$ cat src/rtl/ledcds_pkg.sv
// LED chain sequencer package: command codes, item and result types, chain helpers.
// Used by every module of the sequencer; no dependencies.
`timescale 1ns / 1ps

package ledcds_pkg;

  localparam int MAX_LEDS  = 16;
  localparam int LED_W     = 16;
  localparam int CHAIN_CAP = (MAX_LEDS < LED_W) ? MAX_LEDS : LED_W;

  localparam logic [2:0] ACT_TICK      = 3'd0;
  localparam logic [2:0] ACT_PULSE     = 3'd1;
  localparam logic [2:0] ACT_ON        = 3'd2;
  localparam logic [2:0] ACT_OFF       = 3'd3;
  localparam logic [2:0] ACT_ALL_ONOFF = 3'd4;
  localparam logic [2:0] ACT_ALL_OFFON = 3'd5;

  localparam logic [2:0] ADDR_LED_COUNT = 3'd0;

  typedef enum logic [3:0] {
    PH_IDLE  = 4'b0001,
    PH_WALK  = 4'b0010,
    PH_ALL_A = 4'b0100,
    PH_ALL_B = 4'b1000
  } ledcds_phase_t;

  typedef struct packed {
    logic [2:0]         action;
    logic [3:0]         first_led;
    logic [3:0]         last_led;
    logic               reverse;
    logic [7:0]         skip;
    logic signed [15:0] step_delay;
    logic signed [15:0] end_delay;
    logic [7:0]         repeats;
    logic               load_delay;
    logic signed [15:0] base_value;
  } ledcds_item_t;

  typedef struct packed {
    logic [LED_W-1:0]   led_levels;
    logic               busy_res;
    logic signed [15:0] running_delay;
    logic               finished;
  } ledcds_res_t;

  function automatic logic [4:0] chain_len(input logic [4:0] cnt);
    logic [4:0] c;
    c = (cnt == 5'd0) ? 5'd1 : cnt;
    if (c > 5'(CHAIN_CAP)) c = 5'(CHAIN_CAP);
    return c;
  endfunction

  function automatic logic [LED_W-1:0] chain_mask(input logic [4:0] n);
    logic [LED_W-1:0] m;
    if (n >= 5'(LED_W)) m = '1;
    else m = (LED_W'(1) << n[3:0]) - LED_W'(1);
    return m;
  endfunction

  function automatic logic signed [15:0] sat_add(input logic signed [15:0] a,
                                                 input logic signed [15:0] b);
    logic signed [16:0] s;
    logic signed [15:0] r;
    s = {a[15], a} + {b[15], b};
    if (s[16] != s[15]) r = s[16] ? 16'sh8000 : 16'sh7fff;
    else r = s[15:0];
    return r;
  endfunction

  function automatic logic [LED_W-1:0] led_act(input logic [LED_W-1:0] lv,
                                               input logic [LED_W-1:0] bitm,
                                               input logic [2:0] kind);
    logic [LED_W-1:0] r;
    case (kind)
      ACT_PULSE: r = lv ^ bitm;
      ACT_ON:    r = lv | bitm;
      default:   r = lv & ~bitm;
    endcase
    return r;
  endfunction

endpackage

$ cat src/rtl/ledcds_in_stage.sv
// LED chain sequencer input register: captures one transaction and holds it
// until the sequencer core takes it. Depends on ledcds_pkg.
`timescale 1ns / 1ps

module ledcds_in_stage (
  input  logic                 clk,
  input  logic                 rst_n,
  input  logic                 in_valid,
  output logic                 in_ready,
  input  ledcds_pkg::ledcds_item_t in_item,
  input  logic                 take,
  output logic                 s1_valid,
  output ledcds_pkg::ledcds_item_t s1_item
);
  import ledcds_pkg::*;

  logic         valid_r, valid_nxt;
  ledcds_item_t item_r;

  assign in_ready  = !valid_r || take;
  assign valid_nxt = (in_valid && in_ready) ? 1'b1 : (take ? 1'b0 : valid_r);

  always_ff @(posedge clk) begin
    if (!rst_n) begin
      valid_r <= 1'b0;
    end else begin
      valid_r <= valid_nxt;
    end
  end

  always_ff @(posedge clk) begin
    if (in_valid && in_ready) begin
      item_r <= in_item;
    end
  end

  assign s1_valid = valid_r;
  assign s1_item  = item_r;

endmodule

$ cat src/rtl/ledcds_core.sv
// LED chain sequencer core: sequence state, per-transaction update and result register.
// Depends on ledcds_pkg.
`timescale 1ns / 1ps

module ledcds_core (
  input  logic                 clk,
  input  logic                 rst_n,
  input  logic [4:0]           led_count,
  input  logic                 s1_valid,
  input  ledcds_pkg::ledcds_item_t s1_item,
  output logic                 take,
  output logic                 out_valid,
  input  logic                 out_ready,
  output ledcds_pkg::ledcds_res_t out_res
);
  import ledcds_pkg::*;

  ledcds_phase_t      phase_r, phase_nxt;
  logic [LED_W-1:0]   levels_r, levels_nxt;
  logic [3:0]         cur_r, cur_nxt;
  logic signed [15:0] acc_r, acc_nxt;
  logic [14:0]        wait_r, wait_nxt;
  logic [7:0]         cycles_r, cycles_nxt;
  logic [2:0]         kind_r, kind_nxt;
  logic [3:0]         last_r, last_nxt;
  logic               rev_r, rev_nxt;
  logic [8:0]         stride_r, stride_nxt;
  logic signed [15:0] step_r, step_nxt;
  logic signed [15:0] end_r, end_nxt;
  logic               out_valid_r, out_valid_nxt;
  ledcds_res_t        res_r, res_nxt;

  logic [4:0]         chain_n;
  logic [LED_W-1:0]   mask;
  logic signed [15:0] acc0, cmd_sum, step_sum, end_sum;
  logic [9:0]         fwd_pos;
  logic [3:0]         rev_pos, new_pos;
  logic [LED_W-1:0]   cur_bit, new_bit, first_bit, lev_pulse;
  logic [7:0]         cycles_dec;
  logic               fin;

  assign take    = s1_valid && (!out_valid_r || out_ready);
  assign chain_n = chain_len(led_count);
  assign mask    = chain_mask(chain_n);

  assign acc0     = s1_item.load_delay ? s1_item.base_value : acc_r;
  assign cmd_sum  = sat_add(acc0, s1_item.step_delay);
  assign step_sum = sat_add(acc_r, step_r);
  assign end_sum  = sat_add(acc_r, end_r);

  assign fwd_pos    = {6'd0, cur_r} + {1'b0, stride_r};
  assign rev_pos    = cur_r - stride_r[3:0];
  assign new_pos    = rev_r ? rev_pos : fwd_pos[3:0];
  assign cur_bit    = LED_W'(1) << cur_r;
  assign new_bit    = LED_W'(1) << new_pos;
  assign first_bit  = LED_W'(1) << s1_item.first_led;
  assign lev_pulse  = (kind_r == ACT_PULSE) ? (levels_r ^ cur_bit) : levels_r;
  assign cycles_dec = cycles_r - {7'd0, (cycles_r != 8'd0)};

  always_comb begin
    phase_nxt  = phase_r;
    levels_nxt = levels_r;
    cur_nxt    = cur_r;
    acc_nxt    = acc_r;
    wait_nxt   = wait_r;
    cycles_nxt = cycles_r;
    kind_nxt   = kind_r;
    last_nxt   = last_r;
    rev_nxt    = rev_r;
    stride_nxt = stride_r;
    step_nxt   = step_r;
    end_nxt    = end_r;
    fin        = 1'b0;
    if (take) begin
      if (s1_item.action == ACT_TICK) begin
        if (phase_r != PH_IDLE) begin
          if (wait_r > 15'd1) begin
            wait_nxt = wait_r - 15'd1;
          end else begin
            wait_nxt = '0;
            case (phase_r)
              PH_WALK: begin
                levels_nxt = lev_pulse;
                if (!rev_r && (fwd_pos > {5'd0, chain_n} - 10'd1)) begin
                  fin = 1'b1;
                end else if (!rev_r && (fwd_pos == {6'd0, last_r} + 10'd1)) begin
                  fin     = 1'b1;
                  acc_nxt = end_sum;
                end else if (rev_r && ({6'd0, cur_r} < {1'b0, stride_r})) begin
                  fin = 1'b1;
                end else if (rev_r && (last_r != 4'd0) && (rev_pos == last_r - 4'd1)) begin
                  fin     = 1'b1;
                  acc_nxt = end_sum;
                end else begin
                  cur_nxt    = new_pos;
                  levels_nxt = led_act(lev_pulse, new_bit, kind_r);
                  acc_nxt    = step_sum;
                  wait_nxt   = step_sum[15] ? 15'd0 : step_sum[14:0];
                end
              end
              PH_ALL_A: begin
                levels_nxt = (kind_r == ACT_ALL_ONOFF) ? (levels_r & ~mask) : (levels_r | mask);
                acc_nxt    = step_sum;
                wait_nxt   = step_sum[15] ? 15'd0 : step_sum[14:0];
                phase_nxt  = PH_ALL_B;
              end
              PH_ALL_B: begin
                cycles_nxt = cycles_dec;
                if (cycles_dec == 8'd0) begin
                  fin = 1'b1;
                end else begin
                  levels_nxt = (kind_r == ACT_ALL_ONOFF) ? (levels_r | mask)
                                                          : (levels_r & ~mask);
                  acc_nxt    = step_sum;
                  wait_nxt   = step_sum[15] ? 15'd0 : step_sum[14:0];
                  phase_nxt  = PH_ALL_A;
                end
              end
              default: begin
                phase_nxt = PH_IDLE;
              end
            endcase
            if (fin) phase_nxt = PH_IDLE;
          end
        end
      end else if ((s1_item.action <= ACT_ALL_OFFON) && (phase_r == PH_IDLE)) begin
        acc_nxt  = acc0;
        kind_nxt = s1_item.action;
        step_nxt = s1_item.step_delay;
        if (s1_item.action <= ACT_OFF) begin
          last_nxt   = s1_item.last_led;
          rev_nxt    = s1_item.reverse;
          stride_nxt = {1'b0, s1_item.skip} + 9'd1;
          end_nxt    = s1_item.end_delay;
          if ({1'b0, s1_item.first_led} >= chain_n) begin
            fin = 1'b1;
          end else begin
            cur_nxt    = s1_item.first_led;
            levels_nxt = led_act(levels_r, first_bit, s1_item.action);
            acc_nxt    = cmd_sum;
            wait_nxt   = cmd_sum[15] ? 15'd0 : cmd_sum[14:0];
            phase_nxt  = PH_WALK;
          end
        end else begin
          cycles_nxt = (s1_item.repeats == 8'd0) ? 8'd1 : s1_item.repeats;
          levels_nxt = (s1_item.action == ACT_ALL_ONOFF) ? (levels_r | mask)
                                                         : (levels_r & ~mask);
          acc_nxt    = cmd_sum;
          wait_nxt   = cmd_sum[15] ? 15'd0 : cmd_sum[14:0];
          phase_nxt  = PH_ALL_A;
        end
      end
    end
  end

  always_comb begin
    res_nxt.led_levels    = levels_nxt;
    res_nxt.busy_res      = (phase_nxt != PH_IDLE);
    res_nxt.running_delay = acc_nxt;
    res_nxt.finished      = fin;
  end

  assign out_valid_nxt = take ? 1'b1 : (out_ready ? 1'b0 : out_valid_r);

  always_ff @(posedge clk) begin
    if (!rst_n) begin
      phase_r     <= PH_IDLE;
      levels_r    <= '0;
      cur_r       <= '0;
      acc_r       <= '0;
      wait_r      <= '0;
      cycles_r    <= '0;
      kind_r      <= '0;
      last_r      <= '0;
      rev_r       <= 1'b0;
      stride_r    <= '0;
      step_r      <= '0;
      end_r       <= '0;
      out_valid_r <= 1'b0;
    end else begin
      phase_r     <= phase_nxt;
      levels_r    <= levels_nxt;
      cur_r       <= cur_nxt;
      acc_r       <= acc_nxt;
      wait_r      <= wait_nxt;
      cycles_r    <= cycles_nxt;
      kind_r      <= kind_nxt;
      last_r      <= last_nxt;
      rev_r       <= rev_nxt;
      stride_r    <= stride_nxt;
      step_r      <= step_nxt;
      end_r       <= end_nxt;
      out_valid_r <= out_valid_nxt;
    end
  end

  always_ff @(posedge clk) begin
    if (take) begin
      res_r <= res_nxt;
    end
  end

  assign out_valid = out_valid_r;
  assign out_res   = res_r;

  a_fin_not_busy: assert property (@(posedge clk) disable iff (!rst_n)
    out_valid_r |-> !(res_r.finished && res_r.busy_res))
    else $error("finished result still reports busy");

  a_walk_in_chain: assert property (@(posedge clk) disable iff (!rst_n)
    (phase_r == PH_WALK) |-> ({1'b0, cur_r} < chain_n))
    else $error("walk position outside the chain");

  a_wait_when_busy: assert property (@(posedge clk) disable iff (!rst_n)
    (wait_r != 15'd0) |-> (phase_r != PH_IDLE))
    else $error("wait pending while idle");

  a_flash_cycles: assert property (@(posedge clk) disable iff (!rst_n)
    ((phase_r == PH_ALL_A) || (phase_r == PH_ALL_B)) |-> (cycles_r != 8'd0))
    else $error("flash sequence running with no cycles left");

  a_idle_stable: assert property (@(posedge clk) disable iff (!rst_n)
    (!take) |=> $stable(phase_r) && $stable(levels_r) && $stable(acc_r))
    else $error("sequence state moved without a transaction");

endmodule

$ cat src/rtl/led_chain_dance_sequencer_top.sv
// LED chain sequencer top level: ports, configuration register, pipeline assembly.
// Depends on ledcds_pkg, ledcds_in_stage and ledcds_core.
//
// Usage:
//   Input channel (in_valid/in_ready) carries ticks of 1 ms and commands:
//   pulse/on/off walks over the chain and all-on-off/all-off-on flashes.
//   Result channel (out_valid/out_ready) returns one transaction per input
//   transaction: LED levels, busy flag, running delay and a finished flag.
//   A transaction passes the input register, then the state update and result
//   register, from input acceptance to result valid. Throughput is 1 transaction
//   per cycle unless the receiver stalls; the core's state update loop sets it.
//   When the receiver stalls, the result register holds and the input
//   register takes one more transaction; after that in_ready drops.
//   APB port (psel/penable/pwrite/paddr/pwdata/prdata/pready) holds led_count
//   at address 0; write it only while no sequence is running. pready is
//   always high.
//   Reset (rst_n low, synchronous) turns all LEDs off, clears the running
//   delay, returns to idle, empties both registers and sets led_count to 16.
`timescale 1ns / 1ps

module led_chain_dance_sequencer_top (
  input  logic               clk,
  input  logic               rst_n,
  input  logic               in_valid,
  output logic               in_ready,
  input  logic [2:0]         in_action,
  input  logic [3:0]         in_first_led,
  input  logic [3:0]         in_last_led,
  input  logic               in_reverse,
  input  logic [7:0]         in_skip,
  input  logic signed [15:0] in_step_delay,
  input  logic signed [15:0] in_end_delay,
  input  logic [7:0]         in_repeats,
  input  logic               in_load_delay,
  input  logic signed [15:0] in_base_value,
  output logic               out_valid,
  input  logic               out_ready,
  output logic [15:0]        out_led_levels,
  output logic               out_busy_res,
  output logic signed [15:0] out_running_delay,
  output logic               out_finished,
  input  logic               psel,
  input  logic               penable,
  input  logic               pwrite,
  input  logic [2:0]         paddr,
  input  logic [31:0]        pwdata,
  output logic [31:0]        prdata,
  output logic               pready
);
  import ledcds_pkg::*;

  logic [4:0]   led_count_r, led_count_nxt;
  ledcds_item_t in_item, s1_item;
  ledcds_res_t  out_res;
  logic         s1_valid, take;
  logic         wr_en;

  assign pready = 1'b1;
  assign wr_en  = psel && penable && pwrite && (paddr == ADDR_LED_COUNT);
  assign led_count_nxt = wr_en ? pwdata[4:0] : led_count_r;
  assign prdata = (paddr == ADDR_LED_COUNT) ? {27'd0, led_count_r} : 32'd0;

  always_ff @(posedge clk) begin
    if (!rst_n) begin
      led_count_r <= 5'd16;
    end else begin
      led_count_r <= led_count_nxt;
    end
  end

  always_comb begin
    in_item.action     = in_action;
    in_item.first_led  = in_first_led;
    in_item.last_led   = in_last_led;
    in_item.reverse    = in_reverse;
    in_item.skip       = in_skip;
    in_item.step_delay = in_step_delay;
    in_item.end_delay  = in_end_delay;
    in_item.repeats    = in_repeats;
    in_item.load_delay = in_load_delay;
    in_item.base_value = in_base_value;
  end

  ledcds_in_stage u_in_stage (
    .clk      (clk),
    .rst_n    (rst_n),
    .in_valid (in_valid),
    .in_ready (in_ready),
    .in_item  (in_item),
    .take     (take),
    .s1_valid (s1_valid),
    .s1_item  (s1_item)
  );

  ledcds_core u_core (
    .clk       (clk),
    .rst_n     (rst_n),
    .led_count (led_count_r),
    .s1_valid  (s1_valid),
    .s1_item   (s1_item),
    .take      (take),
    .out_valid (out_valid),
    .out_ready (out_ready),
    .out_res   (out_res)
  );

  assign out_led_levels    = out_res.led_levels;
  assign out_busy_res      = out_res.busy_res;
  assign out_running_delay = out_res.running_delay;
  assign out_finished      = out_res.finished;

endmodule
$ cat config.mk
export PLATFORM = sky130hd
export DESIGN_NAME = led_chain_dance_sequencer_top
export DESIGN_NICKNAME = d
export VERILOG_FILES = /design/src/rtl/ledcds_pkg.sv /design/src/rtl/ledcds_in_stage.sv /design/src/rtl/ledcds_core.sv /design/src/rtl/led_chain_dance_sequencer_top.sv
export SDC_FILE = /design/constraint.sdc
export NUM_CORES = 1
export LEC_CHECK = 0
export ABC_AREA = 1
export ABC_CLOCK_PERIOD_IN_PS = 5100
export BUFFER_PORTS_ARGS = -buffer_cell sky130_fd_sc_hd__buf_2
export CORE_UTILIZATION = 45
export CTS_CLUSTER_DIAMETER = 120
export DETAILED_ROUTE_END_ITERATION = 12
export PLACE_DENSITY = 0.66
export SLEW_MARGIN = 15
export SYNTH_ARGS = -nofsm -noshare
export SYNTH_HDL_FRONTEND = slang
export SYNTH_HIERARCHICAL = 1
export SYNTH_SLANG_ARGS = --single-unit
$ cat constraint.sdc
create_clock -name clk -period 5.1 [get_ports clk]
set_input_delay 0.255 -clock clk [delete_from_list [all_inputs] [get_ports clk]]
set_output_delay 0.255 -clock clk [all_outputs]
set_load 0.02 [all_outputs]
==> run metrics, run 1 <==
Async SR Flop Fraction=0%; reg2reg path depth=23; critical path arrival=4850 ps; initial antenna violation count=0; Synth Flop Type=dfxtp_1; port bufs=132; Net count, final=3,088; # setup viols final=0; Clock Skews=42.4 ps; WP buf/inv=3; final hold violations=0; DR vias/cell=5.48; critical-path maximum fanout=20; PwrDens=292 mW/mm²; initial drt markers=1,747; synth cell count leaders=nand2_1, inv_1, nor2_1; Max-cap violations=0; #FFs+latches synth=230; headroom to the max-slew limit=34.0%; Tightest Pin Transition=990 ps; die extent in x=205 µm; Final TNS setup=0 ps; Clock Pin Slew Worst Setup and Hold Paths=60 ps; Starting Density=46.1%; layout cell share with drive strength beyond 1=10.7%; Sink Count=230; Syn Inst Count=2,637; Design Area, Final=0.0213 mm²; Leak=10.0 nW; first-pass GRT wire length=92,100 µm; # diodes=0; core area=0.0402 mm²; Worst Min Path Start=pwdata[1]; reg-to-reg startpoint=u_core/cur_r[2]; Critical Path Source Type=flip-flop; vias in the first global route=16,700; crit-path most repeated cell=nand2_1; Synth area leader=edfxtp_1; CTS HTree Levels=1; r2r setup slk=550 ps; GRT Util Overall=28.1%; wire length per cell=17.8 µm; status=finished clean; row count=73; minimum clock period=4550 ps; Seq/Total Area, Yosys=30.9%; latest clock arrival within the worst-skew pair=590 ps; routability cong.=0.976; Combinational Power Share=30.1%; chip height=205 µm; Antenna Violating Nets Remaining=0; drt pass-1 iters=9; largest net degree at the start of global routing=72; Layout area overhead=15.3%; Residual DRC=0; Ports=188; die footprint=0.0420 mm²; CTS Buf Count=28; post-DP HPWL=45,400 µm; Worst path slowest cell=dfxtp_1; Longest Clk Path Bufs=3; clk root buf=clkbuf_16; Hold Path End=led_count_r[1]; delay-heaviest family, CP=simple AND/OR/NAND/NOR gates; grt ovf=0; maximum clock rate=220 MHz; Setup CP Type=reg -> reg; synth unique cells=63; Final Cycle Share=89.2%; RSZ-0062 raised after global routing=no; worst vdd ir=270 µV; number of synthesized flops with an enable pin=111; CP Cell Sequence=ha_1 > nor2_1 > nand3_1 > nand3_2 > nand2_1 > xor2_1 > inv_1 > ha_1 > nand4_1 > nor3_1 > nand3_1 > nand3_1 > buf_4 > nand2_1 > nand3b_1 > nand2_1 > inv_1 > nand2_1 > nand2_1 > nand2_1 > nand2_1 > nand2_1 > nand2_1; Post-Syn Area per Cell=7.02 µm²; CTS tree=done; P_sw=0.00227 W; Post-CTS Resized=0; DP Area=0.0195 mm²; WHS Path Cells=5; Hold WC Path Type=in -> reg; Critical Path Sink Type=flip-flop; Pins Over Slew Limit=0; sequential group share of total power=35.6%; top post-synthesis cells by area=edfxtp_1, nand2_1, dfxtp_1; CP peak stage delay=540 ps; reg2reg end=u_core/out_res[11]; Power Internal=0.00397 W; share of the synthesized area in the top cell type=18.0%; final WL=59,900 µm; switch share=36.3%; most frequent cell after synthesis=nand2_1; Critical Path RT=5400 ps; Mapped Area=0.0185 mm²; Tot Pwr=0.00624 W; vias=18,400; hold slack=15.4 ps; clock power share=34.3%; yosys warns=6; fin util=53.1%
cells by family (layout without fill, tap and decap cells):
| kind of cell | after synthesis | count (layout) | synth area share (%) |
|---|---|---|---|
| simple gates | 1214 | 1214 | 28.4 |
| compound gates | 496 | 496 | 15.8 |
| buf+inv | 452 | 624 | 10.2 |
| flops | 230 | 230 | 30.9 |
| fa+ha+maj | 152 | 152 | 10.5 |
| xor+xnor | 90 | 90 | 4.30 |
| other cells | 3 | 33 | 0.0608 |
per-stage QoR:
stage                     worst slack (ps)  cells
after CTS                              605   3364
after global routing                   177   3364
after floorplan                       1120   2667
after detailed placement               667   3229
after global placement                 775   3229
final                                  552   3364
per-layer routing:
layer	wire length, µm	track usage [%]	vias up	share of wire (%)
met1	26800	38.8	8501	45
li1	-	-	9082	-
met2	26900	45.3	765	45
met5	0	0	-	0
met3	4730	3.71	95	7.9
met4	1500	8.37	0	2.5
what timing repair did:
item / CTS / global route
buffers inserted: 0 / 0
endpoints found under the hold margin: 83 / 0
hold buffers: 83 / 0
placed cells by master, fill, tap and decap left out, types with 28 or more instances in the layout:
cell type	n
a21oi_1	177
buf_2	132
clkbuf_16	30
conb_1	33
dfxtp_1	119
dlygate4sd3_1	83
edfxtp_1	111
ha_1	147
inv_1	292
inv_2	29
nand2_1	690
nand3_1	151
nand4_1	53
nor2_1	230
o211ai_1	32
o21ai_0	151
o22ai_1	28
xor2_1	63
worst reg2reg max path: cells and delay by family (launching register included):
family	cells	cell delay [ps]
flip-flops	1	540
XOR/XNOR	1	280
AND/OR/NAND/NOR	17	2280
adder cells (fa/ha/maj)	2	750
buffers and inverters	3	410
worst max path at each step:
stage,from,slack (ps),depth (start not counted),endpoint
2_1_floorplan,u_core/out_valid,1120,6,u_in_stage/s1_item[0]
3_3_place_gp,u_core/cur_r[2],780,23,u_core/out_res[11]
3_5_place_dp,u_core/cur_r[2],670,23,u_core/out_res[11]
4_1_cts,u_core/cur_r[2],610,23,u_core/out_res[11]
5_1_grt,u_core/cur_r[2],180,24,u_core/out_res[11]
6_report,u_core/cur_r[2],550,23,u_core/out_res[11]
registers in the layout (all words and copies together) (netlist names):
register and flops:
u_core/cycles_r 8, u_in_stage/s1_valid 1, led_count_r 5, u_core/stride_r 9
u_core/last_r 4, u_core/wait_r 15, u_core/kind_r 3, u_core/phase_r 4
u_core/out_valid 1, u_core/levels_r 16, u_core/out_res 34, u_core/rev_r 1
u_core/acc_r 16, u_core/step_r 16, u_core/end_r 16, u_core/cur_r 4
u_in_stage/s1_item 77
power by group through the flow:
stage / combinational, W / sequential, W / clock (W)
global placement: 0.00174 / 0.00226 / 0
floorplan: 0.00128 / 0.00223 / 0
detailed placement: 0.00177 / 0.00226 / 0
CTS: 0.00183 / 0.00222 / 0.00218
finish: 0.00188 / 0.00222 / 0.00214
global route: 0.00206 / 0.00224 / 0.00226
cell type report:
class / instances / area (µm²)
fillers: 3957 / 18800
multi-input cells: 1985 / 11000
flip-flops and latches: 230 / 5720
repair buffers: 241 / 1690
inverters: 331 / 1250
clock buffers: 34 / 796
well taps: 525 / 657
clock inverters: 18 / 195
(Power assumes the default switching activity.)
==> run 2, diff against run 1 <==
--- a/config.mk
+++ b/config.mk
@@ -8,6 +8,7 @@
 export ABC_AREA = 1
 export ABC_CLOCK_PERIOD_IN_PS = 5100
 export BUFFER_PORTS_ARGS = -buffer_cell sky130_fd_sc_hd__buf_2
+export CORE_MARGIN = 2
 export CORE_UTILIZATION = 45
 export CTS_CLUSTER_DIAMETER = 120
 export DETAILED_ROUTE_END_ITERATION = 12
==> constraint.sdc (replaced) <==
create_clock -name clk -period 5.1 [get_ports clk]
set_input_delay 1.53 -clock clk [delete_from_list [all_inputs] [get_ports clk]]
set_output_delay 1.53 -clock clk [all_outputs]
set_load 0.02 [all_outputs]
==> run 2 against run 1 <==
Net effect:
- die area grew 2.0%
- via count decreased by 1.6%
- utilization is 2.8 points lower
- total power decreased by 2.4%
- critical path type unchanged
- highest routed layer unchanged
==> run metrics, run 2 (same netlist as run 1, synthesis figures left out) <==
vias=18,100; CTS Buf Count=28; Setup WS post-layout=511 ps; Antenna Violating Nets Remaining=0; most frequent cells in the layout=nand2_1, inv_1, nor2_1; RSZ-0062 raised after global routing=no; Sink Count=230; Final Cycle Share=90.0%; Pins Over Slew Limit=0; # diodes=0; Tot Pwr=0.00609 W; chip height=207 µm; Critical Path Sink Type=flip-flop; Net count, final=3,006; Tightest Pin Transition=1160 ps; r2r setup slk=510 ps; status=finished clean; Clock Pin Slew Worst Setup and Hold Paths=60 ps; wire length per cell=18.5 µm; initial drt markers=1,656; sequential cell area=0.00572 mm²; Ports=188; Residual DRC=0; Critical Path Source Type=flip-flop; Clock Skews=37.3 ps; maximum clock rate=218 MHz; layout cell share with drive strength beyond 1=10.9%; fill count=4,105; final hold violations=0; fin cells=3,289; largest net degree at the start of global routing=71; drt pass-1 iters=6; critical path arrival=4890 ps; Critical Path RT=5400 ps; port bufs=132; clk root buf=clkbuf_16; Setup CP Type=reg -> reg; die extent in x=207 µm; latest clock arrival within the worst-skew pair=580 ps; CTS tree=done; DR vias/cell=5.52; Post-CTS Setup Bufs=0; die footprint=0.0428 mm²; post-DP HPWL=47,400 µm; grt ovf=0; GRT Util Overall=28.1%; commonest non-fill, non-tap cell in the layout=nand2_1; Max-cap violations=0; first-pass GRT wire length=93,500 µm; Hold WC Path Type=reg -> reg; Longest Clk Path Bufs=3; Final TNS setup=0 ps; Inst Count DP=3,237; Leak=9.68 nW; PwrDens=297 mW/mm²; headroom to the max-slew limit=22.6%; # setup viols final=0; routability cong.=0.977; core area=0.0407 mm²; Largest register FFs=77; Top reg by flops=u_in_stage/s1_item; Layout area overhead=10.6%; critical-path maximum fanout=15; vias in the first global route=16,700; setup slack at placement=604 ps; row count=74; Multi-input gate area=0.0110 mm²; Starting Density=45.4%; number of hold buffers added after CTS=0; initial antenna violation count=0; worst vdd ir=292 µV; minimum clock period=4590 ps; final WL=60,700 µm; CTS HTree Levels=1; Post-CTS Resized=0
## run 2: metrics by stage
step,util (%),hold WS (ps),cell area [µm²]
floorplan,-,450,18600
global placement,48.0,474,19500
finish,50.3,480,20500
global route,50.3,506,20500
CTS,50.3,485,20500
detailed placement,48.0,476,19500
## run 2: worst paths after layout
| check | start | endpoint | cells past startpoint |
|---|---|---|---|
| max reg2reg | u_core/cur_r[2] | u_core/out_res[32] | 23 |
| min | u_core/stride_r[3] | u_core/stride_r[3] | 2 |
| min reg2reg | u_core/stride_r[3] | u_core/stride_r[3] | 2 |
| max | u_core/cur_r[2] | u_core/out_res[32] | 23 |
## run 2: layout make-up
class | instances | share of cell area, %
multi-input combinational | 1985 | 53.9
sequential | 230 | 27.9
inverter | 331 | 6.11
timing repair buffer | 159 | 4.22
clock buffer | 39 | 3.92
tap | 532 | 3.25
clock inverter | 13 | 0.660
## run 2: power by group
part           internal, W  total (W)  leakage [nW]  switching [W]
clock network      0.00120    0.00203         0.455       0.000829
logic             0.000571    0.00184          7.18        0.00126
registers          0.00209    0.00222          2.04       0.000128
total              0.00387    0.00609          9.68        0.00222
## run 2: metal layers
layer  GRT usage (%)  vias up  routed length (µm)
li1                -     8920                   -
met1            38.9     8425               27200
met2            45.8      698               27500
met3            2.98      103                4090
met4            9.60        0                1930
met5               0        -                   0
## run 2: critical path, stage by stage, from the launching register on
cell and delay [ps]:
dfxtp_1 540, ha_1 440, nor2_1 210, nand3_1 110
nand3_2 120, nand2_1 70, xor2_1 290, inv_1 90
ha_1 320, nand4_1 130, nor3_1 220, o21ai_0 140
o211ai_1 110, nand3_1 230, inv_1 320, nor2_8 120
nand2_8 150, nor2_1 60, nor2_1 120, nand2_1 90
nand2_1 80, nand2_1 160, nand2_1 130, nand2_1 70
